<file path="config.mk">
export PLATFORM = sky130hd
export DESIGN_NAME = url_percent_decoder
export DESIGN_NICKNAME = d
export VERILOG_FILES = /design/src/hw/rtl/upd_pkg.sv /design/src/hw/rtl/url_percent_decoder.sv /design/src/hw/rtl/upd_front.sv /design/src/hw/rtl/upd_fifo.sv /design/src/hw/rtl/upd_back.sv
export SDC_FILE = /design/constraint.sdc
export NUM_CORES = 1
export LEC_CHECK = 0
export ABC_CLOCK_PERIOD_IN_PS = 9300
export BUFFER_PORTS_ARGS = -buffer_cell sky130_fd_sc_hd__buf_2
export CAP_MARGIN = 5
export CORE_ASPECT_RATIO = 1.75
export CORE_UTILIZATION = 46
export CTS_BUF_LIST = sky130_fd_sc_hd__clkbuf_8
export DETAILED_ROUTE_END_ITERATION = 10
export PLACE_DENSITY_LB_ADDON = 0.2
export SLEW_MARGIN = 20
export SYNTH_ARGS = -nofsm -noshare
export SYNTH_HDL_FRONTEND = slang
export SYNTH_SLANG_ARGS = --single-unit
export TNS_END_PERCENT = 10
</file>
<file path="constraint.sdc">
create_clock -name clk -period 9.3 [get_ports clk]
set_input_delay 0.93 -clock clk [delete_from_list [all_inputs] [get_ports clk]]
set_output_delay 0.93 -clock clk [all_outputs]
set_load 0.01 [all_outputs]
</file>
<file path="src/hw/rtl/upd_pkg.sv">
`timescale 1ns / 1ps
// ----------------------------------------------------------------------------
// URL percent decoder package
// Shared widths, limits and the queue entry type used between the front end,
// the queue and the back end.
// ----------------------------------------------------------------------------
package upd_pkg;

    localparam int LIMIT_W = 17;
    localparam int NUM_SLOTS = 6;
    localparam int SLOT_W = 3;
    localparam logic [LIMIT_W-1:0] MAX_STRING_BYTES = 17'h10000;
    localparam logic [LIMIT_W-1:0] LIMIT_RESET = 17'h10000;

    typedef struct packed {
        logic [NUM_SLOTS-1:0][7:0] bytes;
        logic [SLOT_W-1:0]         count;
        logic                      term;
    } entry_t;

endpackage

</file>
<file path="src/hw/rtl/url_percent_decoder.sv">
`timescale 1ns / 1ps
// ----------------------------------------------------------------------------
// URL percent decoder
// Streaming decoder for percent escapes, plus signs and the "&amp;" entity,
// with an output limit on literally copied bytes and a closing terminator.
//
// Channel  Direction  Handshake                  Payload
// in       input      in_valid / in_ready        in_byte, end_of_string
// out      output     out_valid / out_ready      out_byte, last_result
// cfg      input      cfg_wr_en                  cfg_wr_data (output limit)
//
// The front end takes one input transfer per cycle while the queue has room.
// One input byte yields zero to six result bytes, and the back end sends one
// result per cycle while out_ready is high.
// With the queue empty, the first result of an item passes through the queue
// entry and then the output register before it is offered on the output.
// Reset clears the match state, the count, the queue and the output busy flag.
// ----------------------------------------------------------------------------
module url_percent_decoder #(
    parameter int FIFO_DEPTH = 4
) (
    input  logic                         clk,
    input  logic                         rst_n,
    input  logic                         cfg_wr_en,
    input  logic [upd_pkg::LIMIT_W-1:0]  cfg_wr_data,
    input  logic                         in_valid,
    output logic                         in_ready,
    input  logic [7:0]                   in_byte,
    input  logic                         end_of_string,
    output logic                         out_valid,
    input  logic                         out_ready,
    output logic [7:0]                   out_byte,
    output logic                         last_result
);
    import upd_pkg::*;

    entry_t push_data;
    entry_t head;
    logic   push;
    logic   full;
    logic   pop;
    logic   empty;

    upd_front u_front (
        .clk           (clk),
        .rst_n         (rst_n),
        .cfg_wr_en     (cfg_wr_en),
        .cfg_wr_data   (cfg_wr_data),
        .in_valid      (in_valid),
        .in_ready      (in_ready),
        .in_byte       (in_byte),
        .end_of_string (end_of_string),
        .push          (push),
        .push_data     (push_data),
        .full          (full)
    );

    upd_fifo #(
        .DEPTH (FIFO_DEPTH)
    ) u_fifo (
        .clk       (clk),
        .rst_n     (rst_n),
        .push      (push),
        .push_data (push_data),
        .full      (full),
        .pop       (pop),
        .head      (head),
        .empty     (empty)
    );

    upd_back u_back (
        .clk         (clk),
        .rst_n       (rst_n),
        .head        (head),
        .empty       (empty),
        .pop         (pop),
        .out_valid   (out_valid),
        .out_ready   (out_ready),
        .out_byte    (out_byte),
        .last_result (last_result)
    );

endmodule

</file>
<file path="src/hw/rtl/upd_front.sv">
`timescale 1ns / 1ps
// ----------------------------------------------------------------------------
// URL percent decoder front end
// Accepts one encoded byte per transfer, runs the match state, applies the
// output limit and writes the resulting bytes of the item as one queue entry.
// ----------------------------------------------------------------------------
module upd_front (
    input  logic                         clk,
    input  logic                         rst_n,
    input  logic                         cfg_wr_en,
    input  logic [upd_pkg::LIMIT_W-1:0]  cfg_wr_data,
    input  logic                         in_valid,
    output logic                         in_ready,
    input  logic [7:0]                   in_byte,
    input  logic                         end_of_string,
    output logic                         push,
    output upd_pkg::entry_t              push_data,
    input  logic                         full
);
    import upd_pkg::*;

    localparam logic [2:0] PH_IDLE    = 3'd0;
    localparam logic [2:0] PH_PCT     = 3'd1;
    localparam logic [2:0] PH_HEX     = 3'd2;
    localparam logic [2:0] PH_AMP     = 3'd3;
    localparam logic [2:0] PH_AMP_A   = 3'd4;
    localparam logic [2:0] PH_AMP_AM  = 3'd5;
    localparam logic [2:0] PH_AMP_AMP = 3'd6;

    localparam logic [7:0] CH_PCT   = 8'h25;
    localparam logic [7:0] CH_PLUS  = 8'h2B;
    localparam logic [7:0] CH_AMP   = 8'h26;
    localparam logic [7:0] CH_SEMI  = 8'h3B;
    localparam logic [7:0] CH_A     = 8'h61;
    localparam logic [7:0] CH_M     = 8'h6D;
    localparam logic [7:0] CH_P     = 8'h70;
    localparam logic [7:0] CH_SPACE = 8'h20;

    localparam logic [LIMIT_W-1:0] COUNT_MAX = '1;

    typedef struct packed {
        logic [3:0][7:0] b;
        logic [2:0]      n;
    } seq_t;

    function automatic logic is_hex(input logic [7:0] c);
        is_hex = (c >= 8'h30 && c <= 8'h39) || (c >= 8'h41 && c <= 8'h46)
              || (c >= 8'h61 && c <= 8'h66);
    endfunction

    function automatic logic [3:0] hex_val(input logic [7:0] c);
        hex_val = (c <= 8'h39) ? c[3:0] : c[3:0] + 4'd9;
    endfunction

    function automatic seq_t held_seq(input logic [2:0] ph, input logic [7:0] h);
        seq_t s;
        s.b = {CH_P, CH_M, CH_A, CH_AMP};
        s.n = 3'd0;
        case (ph)
            PH_PCT:
            begin
                s.b[0] = CH_PCT;
                s.n = 3'd1;
            end
            PH_HEX:
            begin
                s.b[0] = CH_PCT;
                s.b[1] = h;
                s.n = 3'd2;
            end
            PH_AMP:     s.n = 3'd1;
            PH_AMP_A:   s.n = 3'd2;
            PH_AMP_AM:  s.n = 3'd3;
            PH_AMP_AMP: s.n = 3'd4;
            default:    s.n = 3'd0;
        endcase
        return s;
    endfunction

    logic [LIMIT_W-1:0] limit_reg, limit_next;
    logic [2:0]         phase_reg, phase_next;
    logic               stopped_reg, stopped_next;
    logic [LIMIT_W-1:0] count_reg, count_next;
    logic [7:0]         held_reg, held_next;

    logic                        accept;
    logic                        fail;
    logic                        do_idle;
    logic [2:0]                  p1;
    logic [7:0]                  h1;
    logic                        b_valid;
    logic                        b_lit;
    logic [7:0]                  b_byte;
    seq_t                        seq_a;
    seq_t                        seq_c;
    logic [NUM_SLOTS-1:0][7:0]   cand_b;
    logic [NUM_SLOTS-1:0]        cand_lit;
    logic [SLOT_W-1:0]           n_cand;
    logic [SLOT_W-1:0]           pos;
    logic [SLOT_W-1:0]           cidx;
    logic [LIMIT_W-1:0]          lim_eff;
    logic [LIMIT_W:0]            diff;
    logic [SLOT_W-1:0]           dsat;
    logic                        stop_now;
    logic [SLOT_W-1:0]           m;
    logic [LIMIT_W:0]            sum;

    assign in_ready = !full;
    assign accept   = in_valid && in_ready;

    always_comb
    begin
        fail    = 1'b0;
        do_idle = 1'b0;
        p1      = phase_reg;
        b_valid = 1'b0;
        b_lit   = 1'b0;
        b_byte  = in_byte;

        if (stopped_reg)
        begin
            p1 = PH_IDLE;
        end
        else
        begin
            case (phase_reg)
                PH_PCT:
                begin
                    if (is_hex(in_byte)) p1 = PH_HEX;
                    else fail = 1'b1;
                end
                PH_HEX:
                begin
                    if (is_hex(in_byte))
                    begin
                        b_valid = 1'b1;
                        b_byte  = {hex_val(held_reg), hex_val(in_byte)};
                        p1      = PH_IDLE;
                    end
                    else fail = 1'b1;
                end
                PH_AMP:
                begin
                    if (in_byte == CH_A) p1 = PH_AMP_A;
                    else fail = 1'b1;
                end
                PH_AMP_A:
                begin
                    if (in_byte == CH_M) p1 = PH_AMP_AM;
                    else fail = 1'b1;
                end
                PH_AMP_AM:
                begin
                    if (in_byte == CH_P) p1 = PH_AMP_AMP;
                    else fail = 1'b1;
                end
                PH_AMP_AMP:
                begin
                    if (in_byte == CH_SEMI)
                    begin
                        b_valid = 1'b1;
                        b_byte  = CH_AMP;
                        p1      = PH_IDLE;
                    end
                    else fail = 1'b1;
                end
                default:
                begin
                    do_idle = 1'b1;
                end
            endcase

            if (fail) do_idle = 1'b1;

            if (do_idle)
            begin
                p1 = PH_IDLE;
                if (in_byte == CH_PCT) p1 = PH_PCT;
                else if (in_byte == CH_AMP) p1 = PH_AMP;
                else if (in_byte == CH_PLUS)
                begin
                    b_valid = 1'b1;
                    b_byte  = CH_SPACE;
                end
                else
                begin
                    b_valid = 1'b1;
                    b_lit   = 1'b1;
                    b_byte  = in_byte;
                end
            end
        end

        h1 = (p1 == PH_HEX && phase_reg == PH_PCT && !stopped_reg) ? in_byte : held_reg;

        seq_a = held_seq(phase_reg, held_reg);
        if (!fail) seq_a.n = 3'd0;
        seq_c = held_seq(p1, h1);
        if (!end_of_string) seq_c.n = 3'd0;

        n_cand = seq_a.n + {2'b00, b_valid} + seq_c.n;

        pos  = '0;
        cidx = '0;
        for (int i = 0; i < NUM_SLOTS; i++)
        begin
            pos  = SLOT_W'(i);
            cidx = pos - seq_a.n - {2'b00, b_valid};
            if (pos < seq_a.n)
            begin
                cand_b[i]   = seq_a.b[pos[1:0]];
                cand_lit[i] = 1'b1;
            end
            else if (pos == seq_a.n && b_valid)
            begin
                cand_b[i]   = b_byte;
                cand_lit[i] = b_lit;
            end
            else
            begin
                cand_b[i]   = seq_c.b[cidx[1:0]];
                cand_lit[i] = 1'b1;
            end
        end

        lim_eff = (limit_reg > MAX_STRING_BYTES) ? MAX_STRING_BYTES : limit_reg;
        diff    = {1'b0, lim_eff} - {1'b0, count_reg};
        if (diff[LIMIT_W] || diff == '0) dsat = 3'd0;
        else if (diff[LIMIT_W-1:SLOT_W] != '0) dsat = 3'd7;
        else dsat = diff[SLOT_W-1:0];

        stop_now = 1'b0;
        m        = n_cand;
        for (int i = NUM_SLOTS - 1; i >= 0; i--)
        begin
            if (SLOT_W'(i) < n_cand && cand_lit[i] && SLOT_W'(i + 1) >= dsat)
            begin
                stop_now = 1'b1;
                m        = SLOT_W'(i + 1);
            end
        end

        for (int i = 0; i < NUM_SLOTS; i++)
        begin
            push_data.bytes[i] = (end_of_string && SLOT_W'(i) == m) ? 8'h00 : cand_b[i];
        end
        push_data.count = m + {2'b00, end_of_string};
        push_data.term  = end_of_string;

        sum = {1'b0, count_reg} + (LIMIT_W + 1)'(m);

        limit_next   = cfg_wr_en ? cfg_wr_data : limit_reg;
        phase_next   = phase_reg;
        stopped_next = stopped_reg;
        count_next   = count_reg;
        held_next    = held_reg;
        if (accept)
        begin
            held_next = h1;
            if (end_of_string)
            begin
                phase_next   = PH_IDLE;
                stopped_next = 1'b0;
                count_next   = '0;
            end
            else
            begin
                phase_next   = (stopped_reg || stop_now) ? PH_IDLE : p1;
                stopped_next = stopped_reg || stop_now;
                count_next   = sum[LIMIT_W] ? COUNT_MAX : sum[LIMIT_W-1:0];
            end
        end
    end

    assign push = accept && (push_data.count != '0);

    always_ff @(posedge clk or negedge rst_n)
    begin
        if (!rst_n)
        begin
            limit_reg   <= LIMIT_RESET;
            phase_reg   <= PH_IDLE;
            stopped_reg <= 1'b0;
            count_reg   <= '0;
        end
        else
        begin
            limit_reg   <= limit_next;
            phase_reg   <= phase_next;
            stopped_reg <= stopped_next;
            count_reg   <= count_next;
        end
    end

    always_ff @(posedge clk)
    begin
        held_reg <= held_next;
    end

endmodule

</file>
<file path="src/hw/rtl/upd_fifo.sv">
`timescale 1ns / 1ps
// ----------------------------------------------------------------------------
// URL percent decoder entry queue
// Small register queue that decouples the front end from the back end.
// ----------------------------------------------------------------------------
module upd_fifo #(
    parameter int DEPTH = 4
) (
    input  logic            clk,
    input  logic            rst_n,
    input  logic            push,
    input  upd_pkg::entry_t push_data,
    output logic            full,
    input  logic            pop,
    output upd_pkg::entry_t head,
    output logic            empty
);
    import upd_pkg::*;

    localparam int PtrW = (DEPTH > 1) ? $clog2(DEPTH) : 1;
    localparam int CntW = $clog2(DEPTH + 1);
    localparam logic [PtrW-1:0] LastIdx = PtrW'(DEPTH - 1);
    localparam logic [CntW-1:0] FullCount = CntW'(DEPTH);

    entry_t          mem_reg [DEPTH];
    logic [PtrW-1:0] wr_ptr_reg, wr_ptr_next;
    logic [PtrW-1:0] rd_ptr_reg, rd_ptr_next;
    logic [CntW-1:0] count_reg, count_next;

    assign full  = (count_reg == FullCount);
    assign empty = (count_reg == '0);
    assign head  = mem_reg[rd_ptr_reg];

    always_comb
    begin
        wr_ptr_next = wr_ptr_reg;
        rd_ptr_next = rd_ptr_reg;
        count_next  = count_reg;
        if (push)
        begin
            wr_ptr_next = (wr_ptr_reg == LastIdx) ? '0 : wr_ptr_reg + 1'b1;
        end
        if (pop)
        begin
            rd_ptr_next = (rd_ptr_reg == LastIdx) ? '0 : rd_ptr_reg + 1'b1;
        end
        if (push && !pop) count_next = count_reg + 1'b1;
        else if (pop && !push) count_next = count_reg - 1'b1;
    end

    always_ff @(posedge clk or negedge rst_n)
    begin
        if (!rst_n)
        begin
            wr_ptr_reg <= '0;
            rd_ptr_reg <= '0;
            count_reg  <= '0;
        end
        else
        begin
            wr_ptr_reg <= wr_ptr_next;
            rd_ptr_reg <= rd_ptr_next;
            count_reg  <= count_next;
        end
    end

    always_ff @(posedge clk)
    begin
        if (push) mem_reg[wr_ptr_reg] <= push_data;
    end

endmodule

</file>
<file path="src/hw/rtl/upd_back.sv">
`timescale 1ns / 1ps
// ----------------------------------------------------------------------------
// URL percent decoder back end
// Loads one queue entry into an output register and sends its bytes one
// transfer at a time, marking the terminator.
// ----------------------------------------------------------------------------
module upd_back (
    input  logic            clk,
    input  logic            rst_n,
    input  upd_pkg::entry_t head,
    input  logic            empty,
    output logic            pop,
    output logic            out_valid,
    input  logic            out_ready,
    output logic [7:0]      out_byte,
    output logic            last_result
);
    import upd_pkg::*;

    entry_t            entry_reg, entry_next;
    logic              busy_reg, busy_next;
    logic [SLOT_W-1:0] idx_reg, idx_next;
    logic              final_byte;
    logic              done;

    assign out_valid   = busy_reg;
    assign out_byte    = entry_reg.bytes[idx_reg];
    assign final_byte  = (idx_reg == entry_reg.count - 1'b1);
    assign last_result = entry_reg.term && final_byte;
    assign done        = busy_reg && out_ready && final_byte;
    assign pop         = !empty && (!busy_reg || done);

    always_comb
    begin
        entry_next = entry_reg;
        busy_next  = busy_reg;
        idx_next   = idx_reg;
        if (pop)
        begin
            entry_next = head;
            busy_next  = 1'b1;
            idx_next   = '0;
        end
        else if (done)
        begin
            busy_next = 1'b0;
            idx_next  = '0;
        end
        else if (busy_reg && out_ready)
        begin
            idx_next = idx_reg + 1'b1;
        end
    end

    always_ff @(posedge clk or negedge rst_n)
    begin
        if (!rst_n)
        begin
            busy_reg <= 1'b0;
            idx_reg  <= '0;
        end
        else
        begin
            busy_reg <= busy_next;
            idx_reg  <= idx_next;
        end
    end

    always_ff @(posedge clk)
    begin
        entry_reg <= entry_next;
    end

endmodule

</file>
==> impl_metrics.tcl, run 1 <==
set metrics [dict create \
    final_max_slew_viol_count 0 \
    finalSetupViolCount 0 \
    holdBufCountCts 0 \
    yosysSeqAreaShare 0.5830 \
    fin_total_pwr_w 0.004636 \
    syn_to_final_growth_pct 9.571 \
    drive_gt1_frac 0.1742 \
    yosysMostFrequentCell "edfxtp_1" \
    cp_max_fo 9 \
    layout_min_cycle_time_ps 7811 \
    ctsResizeCount 0 \
    cts_max_level 2 \
    ys_ff_latch 317 \
    worst_pin_slew_ps 1080 \
    slew_headroom 0.2721 \
    place.detailed.hpwl_um 28190 \
    cts_root_buf "clkbuf_8" \
    clock_latency_ps 570 \
    cts_buffers 43 \
    skew_ps 27.65 \
    first_global_vias 10408 \
    cts_setup_buffers 0 \
    ys_async_sr_fraction 0.1546 \
    vias_per_cell 5.876 \
    crit_slowest_cell "fa_1" \
    gp_routability_congestion 0.9531 \
    fmax_ghz 0.1280 \
    synth_common_cells "268 x edfxtp_1, 111 x nor2_1, 84 x nand2_1, 80 x a21oi_1, 60 x mux4_2" \
    n_fill_cell 2997 \
    largest_reg_flops 208 \
    critPathArrivalTime_ps 8310 \
    whs_ps 470.0 \
    path_class "in -> reg" \
    ys_types 96 \
    synth_flop_cell "edfxtp_1" \
    hold_path.class "in -> async" \
    status "finished clean" \
    first_iter_violations 684 \
    grt_max_degree 56 \
    cts_max_path_buffers 3 \
    drtPass1Iterations 5 \
    io_pins 42 \
    cp-start-kind "primary input" \
    placed_area_um2 16670 \
    drc_errors 0 \
    p_per_area_nw_per_um2 265.9 \
    nets 1352 \
    dieWidth_um 142.6 \
    syn_avg_cell_area_um2 13.01 \
    grt_usage 0.2285 \
    overflow 0 \
    max-vdd-ir-drop_uv 114.5 \
    drv_cap 0 \
    std_cell_rows 89 \
    rsz0062_at_grt "no" \
    crit_family "compound AO/OA/AOI/OAI gates" \
    die_area_um2 35360 \
    cts.sinks 317 \
    grt_pass1_wl_um 59830 \
    wl_per_cell_um 22.15 \
    synthCells 1223 \
    post-route-period-util 0.8398 \
    routed_wirelength_um 39090 \
    start_util 0.4700 \
    cp-end-kind "flip-flop" \
    via_count 10371 \
    clk_pin_slew_ps 70 \
    finalInstanceArea_um2 17430 \
    cts_tree "built" \
    slowest_delay_ps 520 \
    syn_area_um2 15910 \
    synth_top_area_frac 0.5058 \
    crit_buf_inv 8 \
    die_y_um 248.0 \
    crit_required_ps 9800 \
    fin_tns_setup_ps 0 \
    worst_path_most_repeated_cell "inv_1" \
    port_buffers 41 \
    core_region_area_um2 33850 \
    synth-edff-count 268 \
    synth_top_cell_by_area "edfxtp_1" \
    antenna_left 0 \
    power.static_leakage_nw 6.121 \
    hold_viol_final 0 \
    antenna_found_initial 1 \
    ys_warn_count 0 \
    synthTopCellsByArea "edfxtp_1 51%, mux4_2 8.5%, dfrtp_1 7.5%, ha_1 3.1%, nor2_1 2.6%" \
]
==> through the flow <==
step                      setup WS (ps)  instances  utilization
after floorplan                   506.4       1226            -
after global placement             1166       1687       0.4924
after detailed placement           1005       1687       0.4924
after CTS                          1600       1764       0.5149
after global routing              948.9       1765       0.5150
final                              1489       1765       0.5150
==> power by group <==
group / switching [W] / internal [W]
clock: 0.000500 / 0.000461
combinational: 0.000913 / 0.000632
sequential: 0.000138 / 0.00199
==> cell usage in the layout, fill, tap and decap left out, types with 5 or more instances in the layout <==
master       n
o22ai_1     19
nor4_1      11
a21o_1      12
a31oi_1     10
a21oi_1     80
a22o_1       5
ha_1        39
and2_1      10
or2_2        5
o2111ai_1    5
mux2i_1     16
and3_1       6
fa_1         5
buf_2       41
nand4_1      6
nand2b_1    15
nor2_1     107
xor2_1       8
o21ai_0     51
or3_1        6
buf_4       12
clkbuf_8    43
nor2b_1     25
xnor2_1     13
edfxtp_1   268
nor3_1      33
nand3_1     22
nand2_1     84
o31ai_1      5
mux2_2      21
dfrtp_1     46
a211oi_1     9
mux4_2      60
clkinv_1    14
o21bai_1     6
inv_1       72
==> logic make-up after synthesis <==
logic type,after synthesis,synth area share
xor gates and xnor gates,23,0.01431
AOI/OAI and AO/OA,270,0.1140
buffers and inverters,108,0.02611
DFF,317,0.5830
muxes,100,0.1127
other,1,0.0002357
adders and majority gates,44,0.03696
and+or+nand+nor,360,0.1127
==> per-layer routing <==
layer,vias up,GRT usage,wire (µm)
li1,4809,-,-
met5,-,0,0
met4,0,0.1199,2019
met2,282,0.4397,21830
met1,5167,0.2398,13940
met3,113,0.02730,1299
==> final timing paths <==
path / slack, ps / from / cells past startpoint / end
hold / removal: 470 / rst_n / 2 / u_front.phase_reg[2]
max in group asynchronous: 8240 / rst_n / 2 / u_fifo.rd_ptr_reg[0]
hold reg to reg: 510 / u_fifo.count_reg[2] / 1 / u_fifo.count_reg[2]
min in group clk: 510 / u_fifo.count_reg[2] / 1 / u_fifo.count_reg[2]
setup reg to reg: 1750 / u_front.phase_reg[1] / 29 / u_fifo.count_reg[2]
setup / recovery: 1490 / in_byte[1] / 32 / u_fifo.count_reg[2]
==> area by class of cell <==
class / count / area [µm²] / share of cell area
diodes: 1 / 2.502 / 0.0001435
flip-flops and latches: 317 / 9280 / 0.5323
multi-input cells: 801 / 6262 / 0.3592
clock inverters: 34 / 170.2 / 0.009761
inverters: 59 / 221.5 / 0.01270
repair buffers: 55 / 335.3 / 0.01923
clock buffers: 43 / 591.8 / 0.03395
well taps: 455 / 569.3 / 0.03266
No activity file was read; power rests on OpenSTA's default activity.
==> run 2, diff against run 1 <==
--- a/config.mk
+++ b/config.mk
@@ -5,7 +5,7 @@
 export SDC_FILE = /design/constraint.sdc
 export NUM_CORES = 1
 export LEC_CHECK = 0
-export ABC_CLOCK_PERIOD_IN_PS = 9300
+export ABC_CLOCK_PERIOD_IN_PS = 7000
 export BUFFER_PORTS_ARGS = -buffer_cell sky130_fd_sc_hd__buf_2
 export CAP_MARGIN = 5
 export CORE_ASPECT_RATIO = 1.75
==> constraint.sdc (replaced) <==
create_clock -name clk -period 7 [get_ports clk]
set_input_delay 0.7 -clock clk [delete_from_list [all_inputs] [get_ports clk]]
set_output_delay 0.7 -clock clk [all_outputs]
set_load 0.01 [all_outputs]
==> impl_metrics.tcl, run 2 (synthesized netlist as in run 1, its figures left out) <==
set metrics [dict create \
    fmax_ghz 0.1519 \
    dieWidth_um 142.6 \
    via_count 10848 \
    fin_total_pwr_w 0.006602 \
    cts_root_buf "clkbuf_8" \
    clock_power_share 0.229 \
    die_area_um2 35360 \
    fin_util 0.5444 \
    p_per_area_nw_per_um2 358.2 \
    slew_headroom 0.3351 \
    finalInstanceArea_um2 18430 \
    finalSetupViolCount 0 \
    slowest_delay_ps 490 \
    start_util 0.4700 \
    first_global_vias 11361 \
    cp_max_fo 10 \
    nets 1446 \
    placed_area_um2 17490 \
    grt_pass1_wl_um 64410 \
    first_iter_violations 616 \
    drv_cap 0 \
    cts_setup_buffers 0 \
    die_y_um 248.0 \
    layout_min_cycle_time_ps 6583 \
    grtUsageMet3 0.02710 \
    final_max_slew_viol_count 0 \
    syn_to_final_growth_pct 15.84 \
    worst_pin_slew_ps 986.9 \
    r2r_end "u_fifo.count_reg[2]" \
    drtPass1Iterations 5 \
    antenna_found_initial 1 \
    cts.sinks 317 \
    busiest_layer "met2" \
    largest_reg_flops 208 \
    cp-end-kind "flip-flop" \
    antenna_left 0 \
    overflow 0 \
    path_class "reg -> reg" \
    drc_errors 0 \
    drive_gt1_frac 0.2393 \
    startpoint "u_front.limit_reg[8]" \
    place.detailed.hpwl_um 31270 \
    crit_path_end "u_fifo.count_reg[2]" \
    critPathArrivalTime_ps 7100 \
    io_pins 42 \
    core_region_area_um2 33850 \
    routed_wirelength_um 42180 \
    reg2reg_depth 26 \
    clk_pin_slew_ps 80 \
    wl_per_cell_um 22.68 \
    gp_routability_congestion 0.9860 \
    hold_viol_final 0 \
    port_buffers 41 \
    status "finished clean" \
    vias_per_cell 5.832 \
    max-vdd-ir-drop_uv 327.5 \
    crit_required_ps 7520 \
    final_cell_mix "268 x edfxtp_1, 107 x nor2_1, 95 x buf_4" \
    cp-start-kind "flip-flop" \
    power_frac_seq 0.429 \
    crit_slowest_cell "nor4_1" \
    holdBufCountCts 0 \
    skew_ps 27.73 \
    final_common_cell "edfxtp_1" \
    std_cell_rows 89 \
    hold_path.class "in -> async" \
    met1_usage 0.2468 \
    grt_usage 0.2484 \
    p_int_w 0.004420 \
    p_switching_w 0.002182 \
    p_comb_frac 0.342 \
    ctsResizeCount 0 \
    worst_path_most_repeated_cell "ha_1" \
    global_route.usage.met2 0.4942 \
    r2r_slack_ps 420 \
    cts_tree "built" \
    cts_max_path_buffers 3 \
    swShare 0.3305 \
    grt_max_degree 55 \
    clock_latency_ps 600 \
    cts_max_level 2 \
    post-route-period-util 0.9405 \
    power.static_leakage_nw 6.659 \
    cts_buffers 45 \
    r2r-start "u_front.limit_reg[8]" \
]
run 2: worst min-delay path by stage:
stage	from	to	slack (ps)	depth (start not counted)
2_1_floorplan	rst_n	u_back.idx_reg[0]	400	0
3_3_place_gp	u_fifo.count_reg[2]	u_fifo.count_reg[2]	480	1
3_5_place_dp	u_fifo.count_reg[2]	u_fifo.count_reg[2]	500	1
4_1_cts	rst_n	u_front.count_reg[10]	260	2
5_1_grt	rst_n	u_front.phase_reg[1]	300	2
6_report	rst_n	u_front.count_reg[10]	250	2
run 2: power by group through the flow:
| stage | sequential [W] | combinational, W | clock [W] |
|---|---|---|---|
| after floorplan | 0.00277 | 0.00153 | 0 |
| after global placement | 0.00286 | 0.00226 | 0 |
| after detailed placement | 0.00288 | 0.00229 | 0 |
| after CTS | 0.00284 | 0.00229 | 0.00155 |
| after global routing | 0.00287 | 0.00245 | 0.00161 |
| final | 0.00283 | 0.00226 | 0.00151 |
run 2: final cells by class:
cell class	instances	area, µm²
fill	2944	15420
sequential	317	9280
multi-input combinational	801	6300
timing repair buffer	147	1139
clock buffer	45	619.3
tap	455	569.3
clock inverter	35	297.8
inverter	59	222.7
antenna	1	2.502
run 2: layer usage:
metal	share of wire	wire, µm
met1	0.34	14420
met2	0.58	24310
met3	0.030	1281
met4	0.051	2166
met5	0	0
run 2: stage by stage:
step	cells	setup TNS (ps)	hold slack, ps	worst slack [ps]
3_5_place_dp	1779	0	500.7	24.78
4_1_cts	1859	0	260.0	369.2
2_1_floorplan	1226	0	404.4	11.87
3_3_place_gp	1779	0	475.9	153.5
5_1_grt	1860	-5.010	301.7	-5.010
6_report	1860	0	252.2	416.6
run 2: worst max-delay path, delay by kind of cell (launching register included):
family | cells | cell delay [ps]
AO/OA/AOI/OAI | 9 | 2270
AND/OR/NAND/NOR | 7 | 1890
adder cells (fa/ha/maj) | 5 | 1290
XOR/XNOR | 2 | 330
flip-flops | 1 | 400
buffers and inverters | 3 | 340
